[src/rtl/core/tccc_pkg.sv]
// Shared types and character codes for the text console cursor control unit.
package tccc_pkg;

  localparam int unsigned ROW_W  = 5;
  localparam int unsigned COL_W  = 7;
  localparam int unsigned CHAR_W = 8;
  localparam int unsigned ATTR_W = 8;

  localparam logic [CHAR_W-1:0] CH_BACKSPACE = 8'h08;
  localparam logic [CHAR_W-1:0] CH_TAB       = 8'h09;
  localparam logic [CHAR_W-1:0] CH_NEWLINE   = 8'h0A;
  localparam logic [CHAR_W-1:0] CH_FORMFEED  = 8'h0C;
  localparam logic [CHAR_W-1:0] CH_RETURN    = 8'h0D;

  localparam logic [ATTR_W-1:0] ATTR_RESET = 8'h0F;

  typedef struct packed {
    logic              write_valid;
    logic [ROW_W-1:0]  write_row;
    logic [COL_W-1:0]  write_col;
    logic [CHAR_W-1:0] write_char;
    logic [ATTR_W-1:0] write_attr;
    logic              clear_screen;
    logic [ROW_W-1:0]  cursor_row;
    logic [COL_W-1:0]  cursor_col;
  } tccc_result_t;

endpackage

[src/rtl/core/tccc_cursor.sv]
// Next-cursor and cell-write logic for one character.
module tccc_cursor import tccc_pkg::*; #(
  parameter int unsigned COLUMNS   = 80,
  parameter int unsigned ROWS      = 25,
  parameter int unsigned TAB_WIDTH = 8,
  parameter int unsigned PH_W      = (TAB_WIDTH > 1) ? $clog2(TAB_WIDTH) : 1
) (
  input  logic [CHAR_W-1:0] char_i,
  input  logic [ATTR_W-1:0] attr_i,
  input  logic [ROW_W-1:0]  row_i,
  input  logic [COL_W-1:0]  col_i,
  input  logic [PH_W-1:0]   phase_i,
  output tccc_result_t      result_o,
  output logic [ROW_W-1:0]  row_o,
  output logic [COL_W-1:0]  col_o,
  output logic [PH_W-1:0]   phase_o
);

  logic [ROW_W:0]  row_n;
  logic [COL_W:0]  col_n;
  logic [PH_W-1:0] ph_n;
  logic [PH_W:0]   ph_inc;
  logic [COL_W:0]  tab_adv;
  logic            clr;

  assign ph_inc  = {1'b0, phase_i} + 1'b1;
  assign tab_adv = (COL_W + 1)'(TAB_WIDTH) - {{(COL_W + 1 - PH_W){1'b0}}, phase_i};

  always_comb begin
    row_n    = {1'b0, row_i};
    col_n    = {1'b0, col_i};
    ph_n     = phase_i;
    clr      = 1'b0;
    result_o = '0;
    case (char_i)
      CH_NEWLINE: begin
        row_n = row_n + 1'b1;
        col_n = '0;
        ph_n  = '0;
      end
      CH_TAB: begin
        // phase tracks col mod TAB_WIDTH, so this lands on the next stop
        col_n = col_n + tab_adv;
        ph_n  = '0;
      end
      CH_BACKSPACE: begin
        if (col_i != '0) begin
          col_n = col_n - 1'b1;
          ph_n  = (phase_i == '0) ? PH_W'(TAB_WIDTH - 1) : phase_i - 1'b1;
        end
      end
      CH_FORMFEED: begin
        clr   = 1'b1;
        row_n = '0;
        col_n = '0;
        ph_n  = '0;
      end
      CH_RETURN: begin
        col_n = '0;
        ph_n  = '0;
      end
      default: begin
        result_o.write_valid = 1'b1;
        result_o.write_row   = row_i;
        result_o.write_col   = col_i;
        result_o.write_char  = char_i;
        result_o.write_attr  = attr_i;
        col_n = col_n + 1'b1;
        ph_n  = (ph_inc == (PH_W + 1)'(TAB_WIDTH)) ? '0 : ph_inc[PH_W-1:0];
      end
    endcase

    // wrap past the last column
    if (col_n >= (COL_W + 1)'(COLUMNS)) begin
      row_n = row_n + 1'b1;
      col_n = '0;
      ph_n  = '0;
    end
    // past the last row: clear and home, no scrolling
    if (row_n >= (ROW_W + 1)'(ROWS)) begin
      clr   = 1'b1;
      row_n = '0;
      col_n = '0;
      ph_n  = '0;
    end

    result_o.clear_screen = clr;
    result_o.cursor_row   = row_n[ROW_W-1:0];
    result_o.cursor_col   = col_n[COL_W-1:0];
  end

  assign row_o   = row_n[ROW_W-1:0];
  assign col_o   = col_n[COL_W-1:0];
  assign phase_o = ph_n;

endmodule

[src/rtl/core/text_console_cursor_control_unit.sv]
// Text console cursor control: top level with input, state and result registers.
//
// Usage:
//   Input channel: in_valid_i / in_ready_o carry one character byte
//   (char_in_i) per transaction. Output channel: out_valid_o / out_ready_i
//   carry one result per character: an optional cell write (row, column,
//   character, attribute), a clear-screen request and the new cursor.
//   An accepted character is held in the input register, and its result is
//   registered in the result register. Throughput is one character per cycle
//   while the receiver does not stall; the cursor update is a single pass of
//   logic between those registers, closed by the cursor registers per character.
//   A stalled receiver holds the result register; the input register takes
//   one more character, after which in_ready_o drops until the result moves.
//   Reset homes the cursor to row 0, column 0, empties both registers and
//   sets the attribute to 0x0F. cfg_we_i writes the attribute; write it only
//   while no character is in flight.
module text_console_cursor_control_unit import tccc_pkg::*; #(
  parameter int unsigned COLUMNS   = 80,
  parameter int unsigned ROWS      = 25,
  parameter int unsigned TAB_WIDTH = 8
) (
  input  logic              clk_i,
  input  logic              rst_ni,
  input  logic              cfg_we_i,
  input  logic [ATTR_W-1:0] cfg_wdata_i,
  input  logic              in_valid_i,
  output logic              in_ready_o,
  input  logic [CHAR_W-1:0] char_in_i,
  output logic              out_valid_o,
  input  logic              out_ready_i,
  output logic              write_valid_o,
  output logic [ROW_W-1:0]  write_row_o,
  output logic [COL_W-1:0]  write_col_o,
  output logic [CHAR_W-1:0] write_char_o,
  output logic [ATTR_W-1:0] write_attr_o,
  output logic              clear_screen_o,
  output logic [ROW_W-1:0]  cursor_row_o,
  output logic [COL_W-1:0]  cursor_col_o
);

  localparam int unsigned PH_W = (TAB_WIDTH > 1) ? $clog2(TAB_WIDTH) : 1;

  logic              in_valid_q;
  logic [CHAR_W-1:0] char_q;
  logic              out_valid_q;
  tccc_result_t      result_q, result_d;
  logic [ROW_W-1:0]  row_q, row_d;
  logic [COL_W-1:0]  col_q, col_d;
  logic [PH_W-1:0]   phase_q, phase_d;
  logic [ATTR_W-1:0] attr_q;
  logic              advance;

  // result register frees when empty or taken this cycle
  assign advance    = !out_valid_q || out_ready_i;
  assign in_ready_o = !in_valid_q || advance;

  tccc_cursor #(
    .COLUMNS  (COLUMNS),
    .ROWS     (ROWS),
    .TAB_WIDTH(TAB_WIDTH),
    .PH_W     (PH_W)
  ) u_cursor (
    .char_i  (char_q),
    .attr_i  (attr_q),
    .row_i   (row_q),
    .col_i   (col_q),
    .phase_i (phase_q),
    .result_o(result_d),
    .row_o   (row_d),
    .col_o   (col_d),
    .phase_o (phase_d)
  );

  always_ff @(posedge clk_i or negedge rst_ni) begin
    if (!rst_ni) begin
      in_valid_q  <= 1'b0;
      out_valid_q <= 1'b0;
      row_q       <= '0;
      col_q       <= '0;
      phase_q     <= '0;
      attr_q      <= ATTR_RESET;
    end else begin
      if (cfg_we_i) begin
        attr_q <= cfg_wdata_i;
      end
      if (in_ready_o) begin
        in_valid_q <= in_valid_i;
      end
      if (advance) begin
        out_valid_q <= in_valid_q;
        if (in_valid_q) begin
          row_q   <= row_d;
          col_q   <= col_d;
          phase_q <= phase_d;
        end
      end
    end
  end

  always_ff @(posedge clk_i) begin
    if (in_ready_o && in_valid_i) begin
      char_q <= char_in_i;
    end
    if (advance && in_valid_q) begin
      result_q <= result_d;
    end
  end

  assign out_valid_o    = out_valid_q;
  assign write_valid_o  = result_q.write_valid;
  assign write_row_o    = result_q.write_row;
  assign write_col_o    = result_q.write_col;
  assign write_char_o   = result_q.write_char;
  assign write_attr_o   = result_q.write_attr;
  assign clear_screen_o = result_q.clear_screen;
  assign cursor_row_o   = result_q.cursor_row;
  assign cursor_col_o   = result_q.cursor_col;

endmodule

[config.mk]
export PLATFORM = sky130hd
export DESIGN_NAME = text_console_cursor_control_unit
export DESIGN_NICKNAME = d
export VERILOG_FILES = /design/src/rtl/core/tccc_pkg.sv /design/src/rtl/core/tccc_cursor.sv /design/src/rtl/core/text_console_cursor_control_unit.sv
export SDC_FILE = /design/constraint.sdc
export NUM_CORES = 1
export LEC_CHECK = 0
export BUFFER_PORTS_ARGS = -buffer_cell sky130_fd_sc_hd__buf_4
export CAP_MARGIN = 30
export CORE_MARGIN = 3
export CORE_UTILIZATION = 61
export DETAILED_ROUTE_END_ITERATION = 8
export PLACE_DENSITY = 0.92
export SLEW_MARGIN = 20
export SYNTH_ARGS = -nofsm -noshare
export SYNTH_HDL_FRONTEND = slang
export SYNTH_SLANG_ARGS = --single-unit
export TNS_END_PERCENT = 10
[constraint.sdc]
create_clock -name clk_i -period 13.6 [get_ports clk_i]
set_input_delay 2.72 -clock clk_i [delete_from_list [all_inputs] [get_ports clk_i]]
set_output_delay 2.72 -clock clk_i [all_outputs]
set_load 0.05 [all_outputs]
== Yosys cells after proc, flatten, opt, wreduce, memory -nomap -nowiden ==
Cells that the tools add are included.

* $add $sub $neg: 8
* Order comparisons: 2
* Eq/ne operators: 7
* Mux-type cells: 15
* Reduce and logical (&&, ||, !) cells: 13

{| class="wikitable"
|+ Operator list
! cell !! count
|-
| 8-bit by 4-bit == test with 1-bit output, second input constant || 5
|-
| 29-bit two-way mux || 1
|-
| 8-bit case mux with 3 select lines || 1
|-
| 3-bit two-way mux || 5
|-
| 7-bit two-way mux || 2
|-
| 6-bit case mux with 2 select lines || 1
|-
| 7-bit by 1-bit adder with 8-bit output, second input constant || 1
|-
| 7-bit by 8-bit adder with 8-bit output || 1
|-
| 8-bit by 7-bit greater-or-equal comparator with 1-bit output, second input constant || 1
|-
| 8-bit two-way mux || 1
|-
| 7-bit by 1-bit subtractor with 8-bit output, second input constant || 1
|-
| 7-bit nonzero test || 1
|-
| 5-bit by 1-bit adder with 6-bit output, second input constant || 1
|-
| 6-bit by 1-bit adder with 6-bit output, second input constant || 1
|-
| 6-bit by 5-bit greater-or-equal comparator with 1-bit output, second input constant || 1
|-
| 6-bit two-way mux || 1
|-
| 3-bit case mux with 2 select lines || 1
|-
| 5-bit two-way mux || 1
|-
| 5-bit OR reduction || 1
|-
| 4-bit by 3-bit subtractor with 5-bit output, first input constant || 1
|-
| 3-bit by 1-bit adder with 4-bit output, second input constant || 1
|-
| 4-bit == test, second input constant || 1
|-
| 4-bit by 1-bit inequality test with 1-bit output, second input constant || 1
|-
| 4-bit OR reduction || 1
|-
| other kinds (9) || 12
|}

* Bits in registers: 75
* Bits of input ports: 21
* Output and inout bits: 44

== Logic depth before layout (Yosys ltp) ==
* Word-level depth: 8
* Depth in mapped cells: 19

== By module ==
A second synthesis with hierarchy kept.

* Cells, all modules: 353
* Area, all modules: 4152.7 um^2

{| class="wikitable"
|+ By module, submodules not included
! module !! times used !! cells an instance !! area each (um^2) !! seq. area each (um^2)
|-
| text_console_cursor_control_unit || 1 || 107 || 2506.2 || 2132.0
|-
| tccc_cursor || 1 || 246 || 1646.6 || 0.0
|}

== Least setup slack after synthesis ==
OpenSTA, ideal clock, no wires.

* Kind: input to output
* Start point: input out_ready_i
* End point: output in_ready_o
* Arrival: 3.203 ns
* Setup slack: 7.677 ns
* Cell stages on the path: 1
* Path buffers: 0
* Path through: nand3b_1

* Word-level cells in the longest chain between the ends: 2

{| class="wikitable"
|+ Ends and longest elaborated chain
! element !! line !! RTL
|-
| from (decl) || text_console_cursor_control_unit.sv:30 || <nowiki>input logic out_ready_i,</nowiki>
|-
| 1-bit logical OR || text_console_cursor_control_unit.sv:54 || <nowiki>assign advance = !out_valid_q || out_ready_i;</nowiki>
|-
| 1-bit logical OR || text_console_cursor_control_unit.sv:55 || <nowiki>assign in_ready_o = !in_valid_q || advance;</nowiki>
|-
| to (decl) || text_console_cursor_control_unit.sv:27 || <nowiki>output logic in_ready_o,</nowiki>
|}

No other way between the ends.

== Final worst setup path ==
Same ends and word-level chain as after synthesis.

==> metrics.log <==
[metrics] maximum level of the CTS H-tree: 3
[metrics] number of buffers inserted by hold repair at cts: 0
[metrics] Internal Pwr Total: 459 uW
[metrics] ratio of cells with drive above 1 in the final layout: 0.278
[metrics] HPWL reported at the end of detailed placement: 6240 um
[metrics] Psw: 301 uW
[metrics] clock transition time at the flip-flop clock pins of the worst setup and hold paths: 80 ps
[metrics] Port Buffer Count: 64
[metrics] Synth Area in Adders: 0.0355
[metrics] worst-case vdd ir drop: 0.112 mV
[metrics] number of cells produced by synthesis: 372
[metrics] endpoints failing setup: 0
[metrics] prevailing post-synth register cell: edfxtp_1
[metrics] launching point of the worst reg2reg path: char_q[7]
[metrics] Critical Path AT: 3230 ps
[metrics] number of global-route vias before repair: 2866
[metrics] outcome: completed
[metrics] met3 usage: 0.0470
[metrics] most utilized layer in the global route result: met2
[metrics] cts repair resizes: 0
[metrics] Syn Std Cell Area: 0.00409 mm2
[metrics] first drt pass iteration count: 5
[metrics] average footprint of a synthesized cell: 11.0 um2
[metrics] fmax: 168 MHz
[metrics] Fill cells: 420
[metrics] number of cell instances on the worst register-to-register path: 14
[metrics] Top Ports: 65
[metrics] TritonCTS clock tree: done
[metrics] Yosys warning total: 0
[metrics] synthesized-area fraction occupied by xor and xnor cells: 0.0193
[metrics] Crit Path Class: input pin to output pin
[metrics] Crit Reg-Reg Endpoint: cursor_col_o[0]
[metrics] mean number of vias per cell: 6.21
[metrics] Clock Tree Root: clkbuf_8
[metrics] RSZ-0062 raised after global routing: false
[metrics] Clk Latency, worst-skew pair: 360 ps
[metrics] Setup crit start kind: input pin
[metrics] final weighted congestion in routability-driven placement: 0.893
[metrics] commonest non-fill, non-tap cells in the layout: 66 x buf_4, 50 x edfxtp_1, 29 x nor2_1, 29 x nand2_1
[metrics] number of remaining DRC errors: 0
[metrics] commonest non-fill, non-tap cell in the layout: buf_4
[metrics] DR vias: 3135
[metrics] Detail Route Antenna Nets: 0
[metrics] relative area change from synthesis to final layout: 16.2%
[metrics] met2 layer usage reported by global route: 0.384
[metrics] multiplexer share of the synthesized area: 0.0330
[metrics] Gate power share: 0.356
[metrics] total non-filler cell area in the finished layout: 0.00476 mm2
[metrics] initial antenna violation count: 0
[metrics] dominant combinational cell family by area after synthesis: simple AND/OR/NAND/NOR gates
[metrics] worst min-delay path endpoint: out_valid_o
[metrics] setup slack on the worst flop-to-flop path: 8550 ps
[metrics] number of synthesized register bits: 75
[metrics] share of the cycle needed by the critical path after routing: 0.437
[metrics] Max transition margin: 0.448
[metrics] first-pass GRT wire length: 13900 um
[metrics] number of diodes added for antenna fixing: 0
[metrics] number of synthesized flops with an enable pin: 50
[metrics] FFs w/ async S/R, synth: 0.333
[metrics] Fin Setup TNS: 0 ps
[metrics] global-route congestion overflow total: 0
[metrics] CP endpoint kind: output pin
[metrics] nets@finish: 455
[metrics] num rows: 29
[metrics] post-synthesis share of cell area spent on and, or, nand and nor gates: 0.209
[metrics] Sinks on Clock Net: 75
[metrics] power density relative to cell area: 160 mW/mm2
[metrics] Synth Area in Compound Gates: 0.143
[metrics] share of power burned in registers: 0.435
[metrics] start point of the worst min-delay path: in_valid_q
[metrics] final setup skew: 10.5 ps
[metrics] highest net fanout along the worst path: 3
[metrics] syn_nets: 404
[metrics] Tightest Hold Check Type: flip-flop to flip-flop
[metrics] Sw Ratio: 0.396
[metrics] Horiz. Die Dim: 87.9 um
[metrics] TritonCTS buffer count: 9
[metrics] share of synthesized area occupied by flip-flops and latches: 0.521
[metrics] placed standard-cell area: 0.00457 mm2
[metrics] initial standard-cell utilization of the core: 0.637
[metrics] number of max-slew violations in the final report: 0
[metrics] met1 Usage GRT: 0.303
[metrics] total of max-cap violations: 0
[metrics] core footprint: 0.00642 mm2
[metrics] Clock Path Buffers: 2
[metrics] sum of routed wire length over all layers: 8840 um
[metrics] post-layout utilization of the core: 0.741
[metrics] clock network power share: 0.209
[metrics] Synth cell types: 64
[metrics] Critical Path RT: 10880 ps
[metrics] leakage dissipation: 1.92 nW
[metrics] floorplan die area: 0.00773 mm2
[metrics] gr usage total: 0.236
[metrics] pin count of the biggest net entering global routing: 43
[metrics] final critical delay including setup and external delays: 5950 ps
[metrics] hold violation count in the final report: 0
[metrics] Avg WL per Cell: 17.5 um
[metrics] postcts setup bufs: 0
[metrics] y dimension of the die: 87.9 um
[metrics] detailed router's first-iteration violation count: 266
[metrics] Least-Margin Pin Slew: 826 ps
[metrics] cell depth of the worst hold path: 1
[registers in the layout, indices dropped and copies added (netlist names)]
register and flops:
attr_q 8, char_q 8, clear_screen_o 1, col_q 7
cursor_col_o 7, cursor_row_o 5, in_valid_q 1, out_valid_o 1
phase_q 3, row_q 5, write_attr_o 8, write_char_o 8
write_col_o 7, write_row_o 5, write_valid_o 1
[synthesized netlist by cell type (7+ instances only)]
cell | number | share of area
dfrtp_1 | 21 | 0.13
nand2b_1 | 7 | 0.011
nor2b_1 | 8 | 0.012
a21oi_1 | 14 | 0.017
nand4_1 | 7 | 0.011
nor2_1 | 29 | 0.027
inv_1 | 12 | 0.011
o31ai_1 | 7 | 0.013
clkbuf_1 | 19 | 0.017
nand2_1 | 29 | 0.027
o21ai_0 | 7 | 0.0086
ha_1 | 10 | 0.031
nor3_1 | 13 | 0.016
nand3_1 | 12 | 0.015
xnor2_1 | 7 | 0.015
mux2_2 | 12 | 0.033
edfxtp_1 | 50 | 0.37
and2_1 | 21 | 0.032
[logic make-up after synthesis]
group	count (synthesis)
adder cells (fa/ha/maj)	11
buffers and inverters	39
flip-flops	75
AO/OA/AOI/OAI	76
XOR/XNOR	9
multiplexers	12
AND/OR/NAND/NOR	150
[worst max-delay path, stage by stage]
cell and delay (ps):
buf_4 110, nand3b_1 180, buf_4 210
[metal layers]
| layer | share of wire | vias to the layer above |
|---|---|---|
| met2 | 0.50 | 145 |
| met4 | 0.022 | 0 |
| li1 | - | 1478 |
| met5 | 0 | - |
| met3 | 0.068 | 23 |
| met1 | 0.41 | 1489 |
[power by group through the flow]
stage	clock network (mW)	logic (mW)	registers (mW)
2_1_floorplan	0	0.154	0.376
3_3_place_gp	0	0.256	0.331
3_5_place_dp	0	0.268	0.335
4_1_cts	0.160	0.269	0.330
5_1_grt	0.169	0.293	0.336
6_report	0.159	0.271	0.331
[worst max-delay path by stage]
stage	from	end	slack [ps]	depth (start not counted)
finish	out_ready_i	in_ready_o	7650	3
global route	out_ready_i	in_ready_o	7610	3
CTS	out_ready_i	in_ready_o	7660	3
detailed placement	out_ready_i	in_ready_o	7660	3
global placement	out_ready_i	in_ready_o	7680	3
floorplan	out_ready_i	in_ready_o	7680	1
[final cells by class]
type                       instances  area (um2)  share of cell area
tap                               77        96.3              0.0203
inverter                          13        48.8              0.0103
multi-input combinational        258        1800               0.379
timing repair buffer              66         495               0.104
clock buffer                       9         124              0.0260
sequential                        75        2130               0.448
clock inverter                     7        58.8              0.0124
[through the flow]
| stage | std cells | hold WS (ps) | setup slack, ps | total power, mW |
|---|---|---|---|---|
| finish | 505 | 500 | 7650 | 0.760 |
| global route | 505 | 515 | 7610 | 0.798 |
| CTS | 505 | 504 | 7660 | 0.759 |
| detailed placement | 489 | 488 | 7660 | 0.602 |
| global placement | 488 | 473 | 7680 | 0.587 |
| floorplan | 372 | 457 | 7680 | 0.530 |
Note: power is estimated with default switching activity, not from simulation.
